==> config.mk <==
export PLATFORM = sky130hd
export DESIGN_NAME = ctt_cell
export DESIGN_NICKNAME = d
export VERILOG_FILES = /design/src/rtl/core/ctt_pkg.sv /design/src/rtl/core/ctt_cell.sv
export SDC_FILE = /design/constraint.sdc
export NUM_CORES = 1
export LEC_CHECK = 0
export ABC_AREA = 1
export ABC_CLOCK_PERIOD_IN_PS = 13100
export BUFFER_PORTS_ARGS = -buffer_cell sky130_fd_sc_hd__buf_2
export CORE_MARGIN = 5
export CORE_UTILIZATION = 25
export DETAILED_ROUTE_END_ITERATION = 10
export GPL_ROUTABILITY_DRIVEN = 0
export MAX_ROUTING_LAYER = met4
export PLACE_DENSITY = 0.51
export REMOVE_ABC_BUFFERS = 1
export SYNTH_ARGS = -nofsm -noshare
export SYNTH_HDL_FRONTEND = slang
export SYNTH_SLANG_ARGS = --single-unit
==> constraint.sdc <==
create_clock -name i_clk -period 13.1 [get_ports i_clk]
set_clock_uncertainty 0.2 [all_clocks]
set_input_delay 0.655 -clock i_clk [delete_from_list [all_inputs] [get_ports i_clk]]
set_output_delay 0.655 -clock i_clk [all_outputs]
set_load 0.05 [all_outputs]
==> src/rtl/core/ctt_pkg.sv <==
package ctt_pkg;

    // table size and key layout
    localparam int CttCapacity = 64;
    localparam int PortShift   = 16;

    localparam int AddrW    = 32;
    localparam int PortW    = 16;
    localparam int FieldW   = 16;
    localparam int StampW   = 32;
    localparam int PayloadW = 3 * FieldW;

    // operation kinds
    localparam logic [1:0] KIND_INSERT = 2'd0;
    localparam logic [1:0] KIND_LOOKUP = 2'd1;
    localparam logic [1:0] KIND_REMOVE = 2'd2;
    localparam logic [1:0] KIND_UNUSED = 2'd3;

    // result status codes
    localparam logic [1:0] ST_OK   = 2'd0;
    localparam logic [1:0] ST_MISS = 2'd1;
    localparam logic [1:0] ST_FULL = 2'd2;

    // operation word walking down the cell chain
    typedef struct packed {
        logic [1:0]            kind;
        logic [2*AddrW-1:0]    addrs;
        logic [2*PortW-1:0]    ports;
        logic [PayloadW-1:0]   payload;
        logic [StampW-1:0]     stamp;
        logic                  hit;
        logic                  done;
        logic [StampW-1:0]     best_age;
        logic [PayloadW-1:0]   best_payload;
    } t_tok;

endpackage

==> src/rtl/core/ctt_cell.sv <==
module ctt_cell
    import ctt_pkg::*;
(
    input  logic i_clk,
    input  logic i_rst_n,
    input  logic i_stall,
    input  logic i_tok_valid,
    input  t_tok i_tok,
    output logic o_tok_valid,
    output t_tok o_tok
);

    logic                  r_valid;
    logic [2*AddrW-1:0]    r_addrs;
    logic [2*PortW-1:0]    r_ports;
    logic [PayloadW-1:0]   r_payload;
    logic [StampW-1:0]     r_stamp;
    logic                  r_tok_v;
    t_tok                  r_tok;

    logic                  match;
    logic [StampW-1:0]     age;
    logic                  claim;
    logic                  drop;
    t_tok                  n_tok;

    // key compare and age against the counter taken at entry
    assign match = r_valid && (r_addrs == i_tok.addrs) && (r_ports == i_tok.ports);
    assign age   = i_tok.stamp - r_stamp;

    always_comb begin
        n_tok = i_tok;
        claim = 1'b0;
        drop  = 1'b0;
        case (i_tok.kind)
            KIND_INSERT: begin
                // first free cell along the chain takes the entry
                if (!r_valid && !i_tok.done) begin
                    claim      = 1'b1;
                    n_tok.done = 1'b1;
                end
            end
            KIND_LOOKUP: begin
                if (match && (!i_tok.hit || age < i_tok.best_age)) begin
                    n_tok.hit          = 1'b1;
                    n_tok.best_age     = age;
                    n_tok.best_payload = r_payload;
                end
            end
            KIND_REMOVE: begin
                if (match) begin
                    drop = 1'b1;
                    if (!i_tok.hit || age > i_tok.best_age) begin
                        n_tok.hit          = 1'b1;
                        n_tok.best_age     = age;
                        n_tok.best_payload = r_payload;
                    end
                end
            end
            default: ;
        endcase
    end

    // control: entry valid and word valid
    always_ff @(posedge i_clk) begin
        if (!i_rst_n) begin
            r_valid <= 1'b0;
            r_tok_v <= 1'b0;
        end else if (!i_stall) begin
            r_tok_v <= i_tok_valid;
            if (i_tok_valid && claim) begin
                r_valid <= 1'b1;
            end else if (i_tok_valid && drop) begin
                r_valid <= 1'b0;
            end
        end
    end

    // entry contents and forwarded word
    always_ff @(posedge i_clk) begin
        if (!i_stall) begin
            r_tok <= n_tok;
            if (i_tok_valid && claim) begin
                r_addrs   <= i_tok.addrs;
                r_ports   <= i_tok.ports;
                r_payload <= i_tok.payload;
                r_stamp   <= i_tok.stamp + 1'b1;
            end
        end
    end

    assign o_tok_valid = r_tok_v;
    assign o_tok       = r_tok;

endmodule

==> results of run 1 <==
==> flip-flops by register name, indices dropped and copies added (netlist names) <==
signal and count:
r_ports 32, o_tok_valid 1, o_tok 260, r_payload 48
r_valid 1, r_addrs 64, r_stamp 32
==> metal layers <==
layer	part of all wire [%]	global-route usage, %	up-vias
met5	0	-	-
met4	2.8	4.58	0
met3	7.2	3.94	119
met2	47	26.5	714
met1	42	19.9	9696
li1	-	-	10583
==> cell families (layout without fill, tap and decap cells) <==
family	after synthesis	after routing	share of synthesized area, %
compound gates	148	148	3.11
xor+xnor	70	70	2.51
fa+ha+maj	68	68	3.51
buf+inv	566	1177	9.41
flops	438	438	53.7
other cells	0	19	0
simple gates	1651	1651	27.8
==> synth_stat cells (4+ instances only) <==
| library cell | n |
|---|---|
| buf_2 | 19 |
| a21oi_1 | 115 |
| ha_1 | 67 |
| xnor2_1 | 38 |
| nand4_1 | 42 |
| o21ai_0 | 25 |
| nand3b_1 | 5 |
| nor2_2 | 4 |
| nor3_1 | 16 |
| inv_1 | 471 |
| nand3_1 | 296 |
| edfxtp_1 | 436 |
| o21bai_1 | 5 |
| or2_2 | 6 |
| nor2_1 | 489 |
| buf_4 | 23 |
| clkbuf_1 | 34 |
| xor2_1 | 32 |
| buf_6 | 9 |
| buf_1 | 10 |
| nand2_1 | 778 |
| and2_1 | 5 |
==> power breakdown <==
part	internal (W)	total, W	switching (W)
Clock	0.000873	0.00153	0.000658
Combinational	0.000194	0.000794	0.000601
Sequential	0.00164	0.00166	0.0000241
Total	0.00271	0.00399	0.00128
==> critical path: cells and delay by family <==
| family | cells | cell delay [ps] |
|---|---|---|
| AND/OR/NAND/NOR | 20 | 3010 |
| buffers and inverters | 6 | 1030 |
| adder cells (fa/ha/maj) | 3 | 910 |
| XOR/XNOR | 1 | 360 |
==> worst max-delay path by stage <==
stage,to,cells past startpoint
2_1_floorplan,r_addrs[0]$_DFFE_PP_,4
3_3_place_gp,o_tok[61]$_DFFE_PN_,29
3_5_place_dp,o_tok[37]$_DFFE_PN_,29
4_1_cts,o_tok[0]$_DFFE_PN_,30
5_1_grt,o_tok[6]$_DFFE_PN_,30
6_report,o_tok[0]$_DFFE_PN_,30
==> area by class of cell <==
cell class / instances / area (µm²)
clock buffer: 59 / 1390
clock inverter: 43 / 390
inverter: 471 / 1780
sequential: 438 / 13100
antenna: 19 / 47.5
tap: 1276 / 1600
fill: 10283 / 66000
timing repair buffer: 604 / 3390
multi-input combinational: 1937 / 9100
==> per-stage QoR <==
step,std cells,hold WS (ps)
2_1_floorplan,2846,283
3_3_place_gp,4661,256
3_5_place_dp,4661,257
4_1_cts,4828,1.67
5_1_grt,4845,24.0
6_report,4847,69.6
==> results.cfg, run 1 <==
[setup_path]
crit-reg2reg-launch = r_stamp[0]$_DFFE_PP_
crit_path_end_kind = flip-flop
rr_worst_depth = 27
worst_setup_path_start_kind = input pin
worstSetupPathType = input pin to flip-flop
max_stage_delay_ps = 900
crit_path_max_fanout = 80
crit_slowest_cell = nand2_4
crit_top_cell = nand2_1
setup.worst_path.start = i_tok[82]
ff2ff_setup_slack_ps = 7670
rr_endpoint = o_tok[0]$_DFFE_PN_
cp.arrival_ps = 6070
cp_data_required_time_ps = 13290

[yosys]
ys_types = 33
yosysWarnings = 0
syn_inst = 2941
yosysSeqAreaShare_pct = 53.7
mappedNetlistArea_mm2 = 0.0245
synth_edf_count = 436
synth_top_area_cell = edfxtp_1
syn-mean-instance-area_um2 = 8.32
async_flop_share_pct = 0
ys.flop_type = edfxtp_1
ys_ff_latch = 438
synth_top_area_share_pct = 53.5
ys_top_cells_by_area = edfxtp_1, nand2_1, nor2_1, inv_1, nand3_1

[drt]
drt-initial-drc-count = 1702
post_drt_wl_per_cell_um = 17.6
routed_via_density = 4.36
vias = 21112
drc = 0
ant_nets = 0
drt-pass1-iter-count = 5
wirelength_mm = 85.2

[final_layout]
drive_above_1_share_pct = 18.2
area_growth_pct = 26.0
final_common_cell = nand2_1
mostFrequentLayoutCells = nand2_1, buf_2, nor2_1
final_nets = 3838
fin_area_mm2 = 0.0308
final_util_pct = 31.8

[global_routing]
grt_pass1_vias = 20547
grt_pass1_wl_mm = 125
track_usage_pct = 16.2
antenna_found_initial = 22
grt-ovfl-total = 0
grt_max_degree = 159

[clock_network]
ctsHoldBuffers = 65
cts_buffer_depth = 3
worstSkewPairLatency_ps = 640
cts.sinks = 438
cts_resized = 0
cts_root_buf = clkbuf_16
numCtsBuffers = 54
clk_pin_slew_ps = 60
cts_setup_buffers = 0
tritoncts = yes
h-tree-depth = 2

[floorplanning]
start_util_pct = 25.3
rows = 114
io_pins = 525
dieWidth_um = 323
die_y_um = 323
die_area_mm2 = 0.104
core_mm2 = 0.0969

[timing]
setup_ws_ps = 7220
hold_viol = 0
tightestPinTransition_ps = 1170
fmax_ghz = 0.170
setup_tns_ps = 0
period_share_pct = 44.9
setup_violations = 0
slew_headroom_pct = 22.0
rsz0062_at_grt = no
fin_crit_ps = 5880
slew_violations = 0

[hold_path]
holdPathEnd = o_tok[168]$_DFFE_PN_
hold_path.class = input pin to flip-flop
hp-start = i_tok[168]
holdPathStages = 1

[placed_design]
portBuffers = 524
placed_area_mm2 = 0.0283
dpl.hpwl_mm = 62.4
place_ws_ps = 7130

[power_and_ir_drop]
ir_drop_mv = 0.136
p_leak_nw = 14.2
totalPowerFinal_w = 0.00399
p_per_area_mw_per_mm2 = 129

[status]
status = finished clean

[job]
maxCapViolations = 0
Power figures use the tool's default switching activity.
==> run 2: changes to the inputs <==
--- a/config.mk
+++ b/config.mk
@@ -5,8 +5,8 @@
 export SDC_FILE = /design/constraint.sdc
 export NUM_CORES = 1
 export LEC_CHECK = 0
-export ABC_AREA = 1
-export ABC_CLOCK_PERIOD_IN_PS = 13100
+export ABC_AREA = 0
+export ABC_CLOCK_PERIOD_IN_PS = 5600
 export BUFFER_PORTS_ARGS = -buffer_cell sky130_fd_sc_hd__buf_2
 export CORE_MARGIN = 5
 export CORE_UTILIZATION = 25
==> constraint.sdc (replaced) <==
create_clock -name i_clk -period 5.6 [get_ports i_clk]
set_clock_uncertainty 0.2 [all_clocks]
set_input_delay 0.28 -clock i_clk [delete_from_list [all_inputs] [get_ports i_clk]]
set_output_delay 0.28 -clock i_clk [all_outputs]
set_load 0.05 [all_outputs]
==> results.cfg, run 2 <==
[status]
status = finished clean

[placed_design]
portBuffers = 524
dpl.hpwl_mm = 46.6
place_inst = 3178

[drt]
routed_via_density = 4.46
post_drt_wl_per_cell_um = 19.1
wirelength_mm = 67.9
drt-initial-drc-count = 947
drc = 0
vias = 15886
drt-pass1-iter-count = 5
ant_nets = 0

[clock_network]
h-tree-depth = 2
cts.sinks = 438
numCtsBuffers = 51
cts_buffer_depth = 3
cts_root_buf = clkbuf_16
worstSkewPairLatency_ps = 590
tritoncts = yes
clk_pin_slew_ps = 70

[yosys]
ys.flop_type = edfxtp_1
ys_ff_latch = 438
syn_inst = 1583
synth_top_cells_by_count = edfxtp_1, nand2_1, inv_1
ys_types = 56
yosysSeqAreaShare_pct = 65.1
synth_top_area_cell = edfxtp_1
yosysMostFrequentCell = edfxtp_1
mappedNetlistArea_mm2 = 0.0202
syn-mean-instance-area_um2 = 12.7
yosysWarnings = 0
synth_top_area_share_pct = 64.9
async_flop_share_pct = 0
synth_edf_count = 436
ys_top_cells_by_area = edfxtp_1, ha_1, nand2_1, xnor2_1, inv_1

[floorplanning]
io_pins = 525
start_util_pct = 25.1
dieWidth_um = 294
rows = 104
die_area_mm2 = 0.0864
core_mm2 = 0.0803
die_y_um = 294

[timing]
setup_tns_ps = 0
fmax_ghz = 0.183
hold_viol = 0
fin_crit_ps = 5470
slew_headroom_pct = 24.3
rsz0062_at_grt = yes
setup_violations = 0
slew_violations = 0
tightestPinTransition_ps = 1140
period_share_pct = 97.7
holdWs_ps = 58.8

[final_layout]
mostFrequentLayoutCells = buf_2, edfxtp_1, dlygate4sd3_1
largest_register_ffs = 260
final_nets = 2781
final_common_cell = buf_2
area_growth_pct = 45.5
drive_above_1_share_pct = 28.7
stdcell_count = 3560

[setup_path]
rr_endpoint = o_tok[35]$_DFFE_PN_
worstSetupPathType = flip-flop to flip-flop
crit_path_max_fanout = 6
cp_data_required_time_ps = 5730
ff2ff_setup_slack_ps = 130
crit_path_end_kind = flip-flop
cp.arrival_ps = 5600
worst_setup_path_start_kind = flip-flop
rr_worst_depth = 24
crit-reg2reg-launch = r_stamp[0]$_DFFE_PP_

[power_and_ir_drop]
ir_drop_mv = 0.217
p_per_area_mw_per_mm2 = 308
p_leak_nw = 12.1

[hold_path]
hold_path.class = input pin to flip-flop
holdPathEnd = o_tok[81]$_DFFE_PN_
hp-start = i_tok[81]
holdPathStages = 3

[global_routing]
grt_pass1_vias = 16517
track_usage_pct = 15.2
grt-ovfl-total = 0
grt_max_degree = 178
antenna_found_initial = 8
grt_pass1_wl_mm = 99.3

[job]
maxCapViolations = 0
-- run 2: worst max-delay path by stage --
stage | to | slack [ps] | start
floorplan | r_addrs[0]$_DFFE_PP_ | -13370 | i_stall
global placement | o_tok[10]$_DFFE_PN_ | -330 | i_tok[82]
detailed placement | o_tok[9]$_DFFE_PN_ | -370 | i_tok[82]
CTS | o_tok[44]$_DFFE_PN_ | 1 | r_stamp[0]$_DFFE_PP_
global route | o_tok[40]$_DFFE_PN_ | -160 | r_stamp[0]$_DFFE_PP_
finish | o_tok[35]$_DFFE_PN_ | 130 | r_stamp[0]$_DFFE_PP_
-- run 2: what timing repair did --
item | 4_1_cts | 5_1_grt
hold buffers | 264 | 0
resized for setup | 19 | 19
gates cloned | 4 | 4
endpoints found under the setup margin | 80 | 80
endpoints found under the hold margin | 437 | 0
pin swaps | 13 | 37
buffers inserted | 7 | 2
-- run 2: report_power, final --
part / internal [W] / leakage (nW) / total (W) / switching, W
Combinational: 0.000540 / 7.10 / 0.00168 / 0.00114
Sequential: 0.00382 / 4.15 / 0.00388 / 0.0000599
Clock: 0.00206 / 0.841 / 0.00346 / 0.00140
Total: 0.00642 / 12.1 / 0.00903 / 0.00261
-- run 2: final cells by class --
type / count / area (µm²)
Sequential cell: 438 / 13100
Tap cell: 1060 / 1330
Multi-Input combinational cell: 929 / 6370
Inverter: 157 / 597
Antenna cell: 8 / 20.0
Clock buffer: 59 / 1310
Timing Repair Buffer: 872 / 6150
Clock inverter: 37 / 442
Fill cell: 7681 / 50900
-- run 2: metal layers --
layer	wire (µm)	GRT usage, %	vias to the layer above
met5	0	-	-
met3	3320	2.15	98
met4	1730	4.41	0
li1	-	-	7566
met1	27700	18.1	7753
met2	35100	26.7	469
-- run 2: logic make-up (layout without fill, tap and decap cells) --
| logic type | count (synthesis) | after routing | share of synthesized area (%) |
|---|---|---|---|
| other | 0 | 8 | 0 |
| buffers and inverters | 216 | 1125 | 4.08 |
| AND/OR/NAND/NOR | 418 | 418 | 10.1 |
| adder cells (fa/ha/maj) | 68 | 68 | 4.26 |
| flip-flops | 438 | 438 | 65.1 |
| AO/OA/AOI/OAI | 326 | 326 | 11.4 |
| XOR/XNOR | 117 | 117 | 5.08 |
-- run 2: critical path, stage by stage, from the launching register on --
cell and delay [ps]:
edfxtp_1 330, ha_2 180, inv_2 40, fa_2 380, a211oi_2 250, o21ai_1 120
a211oi_2 180, buf_4 160, a21bo_4 150, a31oi_4 90, a221o_1 340, a221oi_2 280
xnor2_1 180, ha_1 280, buf_4 150, a21oi_2 120, nand2_1 70, a221oi_2 270
o21ai_2 140, o311ai_4 330, or2_4 250, buf_8 150, clkbuf_16 170, o21ai_1 70
a221o_1 320
-- run 2: metrics by stage --
step	util (%)	setup slack [ps]	cell area (µm²)	total power [W]
6_report	36.5	132	29300	0.00903
5_1_grt	36.5	-161	29300	0.00940
4_1_cts	36.4	1.17	29200	0.00915
3_5_place_dp	30.6	-374	24500	0.00547
3_3_place_gp	30.6	-333	24500	0.00546
2_1_floorplan	-	-13370	19900	0.00496
==> run 3: changes to the inputs <==
--- a/config.mk
+++ b/config.mk
@@ -9,12 +9,12 @@
 export ABC_CLOCK_PERIOD_IN_PS = 5600
 export BUFFER_PORTS_ARGS = -buffer_cell sky130_fd_sc_hd__buf_2
 export CORE_MARGIN = 5
-export CORE_UTILIZATION = 25
+export CORE_UTILIZATION = 53
 export DETAILED_ROUTE_END_ITERATION = 10
-export GPL_ROUTABILITY_DRIVEN = 0
 export MAX_ROUTING_LAYER = met4
-export PLACE_DENSITY = 0.51
+export PLACE_DENSITY = 0.87
 export REMOVE_ABC_BUFFERS = 1
+export SLEW_MARGIN = 15
 export SYNTH_ARGS = -nofsm -noshare
 export SYNTH_HDL_FRONTEND = slang
 export SYNTH_SLANG_ARGS = --single-unit
==> results.cfg, run 3 (same netlist as run 2, synthesis figures left out) <==
[placed_design]
portBuffers = 524
finalWeightedCongestion = 0.894
dpl.hpwl_mm = 42.0
placed_area_mm2 = 0.0236

[setup_path]
rr_worst_depth = 22
crit-reg2reg-launch = r_stamp[0]$_DFFE_PP_
crit_chain = dlygate4sd3_1, buf_2, ha_1, a21o_1, a21oi_1, a21oi_1, o21ai_1, a21boi_1, o41a_1, nor2b_1, xnor2_1, ha_1, a21o_1, a221o_1, a221oi_2, o21ai_2, o311ai_4, or2_4, buf_8, o21ai_1, a221o_1
cp.arrival_ps = 5750
cp_num_buf_inv = 3
max_stage_delay_ps = 520
crit_slowest_cell = dlygate4sd3_1
crit_path_end_kind = flip-flop
worstSetupPathType = input pin to flip-flop
crit_path_max_fanout = 9
ff2ff_setup_slack_ps = -30
cp_data_required_time_ps = 5720
rr_endpoint = o_tok[0]$_DFFE_PN_
critical-path-top-delay-family = compound AO/OA/AOI/OAI gates
worst_setup_path_start_kind = input pin

[drt]
vias = 17374
post_drt_wl_per_cell_um = 24.1
drt-pass1-iter-count = 6
wirelength_mm = 71.2
routed_via_density = 5.87
drt-initial-drc-count = 1840
drc = 0
ant_nets = 0

[timing]
slew_violations = 0
setup_tns_ps = -430
period_share_pct = 101
hold_viol = 0
setup_ws_ps = -33.0
tightestPinTransition_ps = 1030
slew_headroom_pct = 31.5
fmax_ghz = 0.178
rsz0062_at_grt = yes
fin_crit_ps = 5630
setup_violations = 25

[floorplanning]
dieWidth_um = 205
rows = 71
die_area_mm2 = 0.0421
die_y_um = 205
io_pins = 525
core_mm2 = 0.0376
start_util_pct = 53.7

[final_layout]
drive_above_1_share_pct = 28.2
final_nets = 2733
fin_area_mm2 = 0.0280
multi_input_area_mm2 = 0.00649
area_growth_pct = 39.0
final_common_cell = buf_2
largest_register_ffs = 260
fillers = 2194
mostFrequentLayoutCells = buf_2, edfxtp_1, dlygate4sd3_1
seqCellArea_mm2 = 0.0131

[global_routing]
grt_pass1_vias = 17686
antenna_found_initial = 12
grt_max_degree = 178
track_usage_pct = 32.8
grt-ovfl-total = 0
grt_pass1_wl_mm = 103

[job]
maxCapViolations = 0

[status]
status = complete, but fails checks
violations = negative setup slack

[clock_network]
tritoncts = yes
numCtsBuffers = 44
cts_buffer_depth = 3
cts_root_buf = clkbuf_16
h-tree-depth = 2
worstSkewPairLatency_ps = 600
cts.sinks = 438
clk_pin_slew_ps = 60

[hold_path]
holdPathEnd = o_tok[48]$_DFFE_PN_
hold_path.class = input pin to flip-flop
hp-start = i_tok[82]
holdPathStages = 4

[power_and_ir_drop]
p_leak_nw = 11.7
ir_drop_mv = 0.254
p_per_area_mw_per_mm2 = 303
==> run 3: cell types whose count changed in the layout (fill, tap and decap cells not counted), sizes merged <==
cell / before / now
clkinv: 23 / 19
buf: 604 / 561
clkinvlp: 3 / 4
dlygate4sd3: 264 / 265
diode: 8 / 12
or2: 1 / 2
clkbuf: 63 / 57
bufinv: 8 / 2
==> run 3: final cells by class <==
class,instances,area share (%)
tap,511,2.28
inverter,157,2.13
antenna,12,0.107
multi-input combinational,930,23.1
clock inverter,28,0.817
timing repair buffer,830,20.6
sequential,438,46.9
clock buffer,53,4.05
==> run 3: per-stage QoR <==
stage               std cells  power [W]  hold slack (ps)  utilization [%]  setup WS, ps
finish                   2959    0.00848              103             74.6         -33.0
global route             2959    0.00873              138             74.6          -310
CTS                      2934    0.00836              104             73.4          30.2
detailed placement       2588    0.00542              272             62.7          -298
global placement         2588    0.00537              264             62.7          -167
floorplan                1524    0.00496              179                -        -13370
==> run 3: how the worst max path moves through the flow <==
stage / start / end / slack, ps / cells past startpoint
2_1_floorplan: i_stall / r_addrs[0]$_DFFE_PP_ / -13370 / 3
3_3_place_gp: i_tok[82] / o_tok[70]$_DFFE_PN_ / -170 / 24
3_5_place_dp: i_tok[82] / o_tok[59]$_DFFE_PN_ / -300 / 24
4_1_cts: r_stamp[0]$_DFFE_PP_ / o_tok[35]$_DFFE_PN_ / 30 / 22
5_1_grt: r_stamp[0]$_DFFE_PP_ / o_tok[1]$_DFFE_PN_ / -310 / 23
6_report: i_tok[85] / o_tok[0]$_DFFE_PN_ / -30 / 21
==> run 3: metal layers <==
metal / track usage, % / part of all wire [%]
met4: 18.5 / 6.8
met3: 6.78 / 9.2
met2: 56.3 / 51
met1: 35.7 / 33
met5: - / 0
==> run 3: power breakdown <==
part,internal [W],switching [W],leakage [nW]
combinational,0.000525,0.00118,6.93
clock,0.00156,0.00132,0.659
sequential,0.00382,0.0000761,4.15
==> run 3: worst register-to-register path: stages, from the launching register on <==
cell and delay, ps:
edfxtp_1 330, ha_2 190, inv_2 40, fa_2 360
a211oi_2 230, o21ai_1 110, a211oi_2 290, buf_4 170
a21bo_4 150, a31oi_4 90, a221o_1 390, buf_4 150
xor2_2 140, ha_1 280, and2_4 140, a221o_1 310
a221oi_2 270, o21ai_2 140, o311ai_4 450, or2_4 340
buf_8 190, o21ai_1 80, a221o_1 340
==> run 3: repair_timing <==
action	4_1_cts	5_1_grt
pin swaps	0	41
hold endpoints to repair	438	0
gates resized for setup	6	59
buffers inserted	0	5
hold buffers	265	0
gates cloned	0	8
setup endpoints to repair	79	80
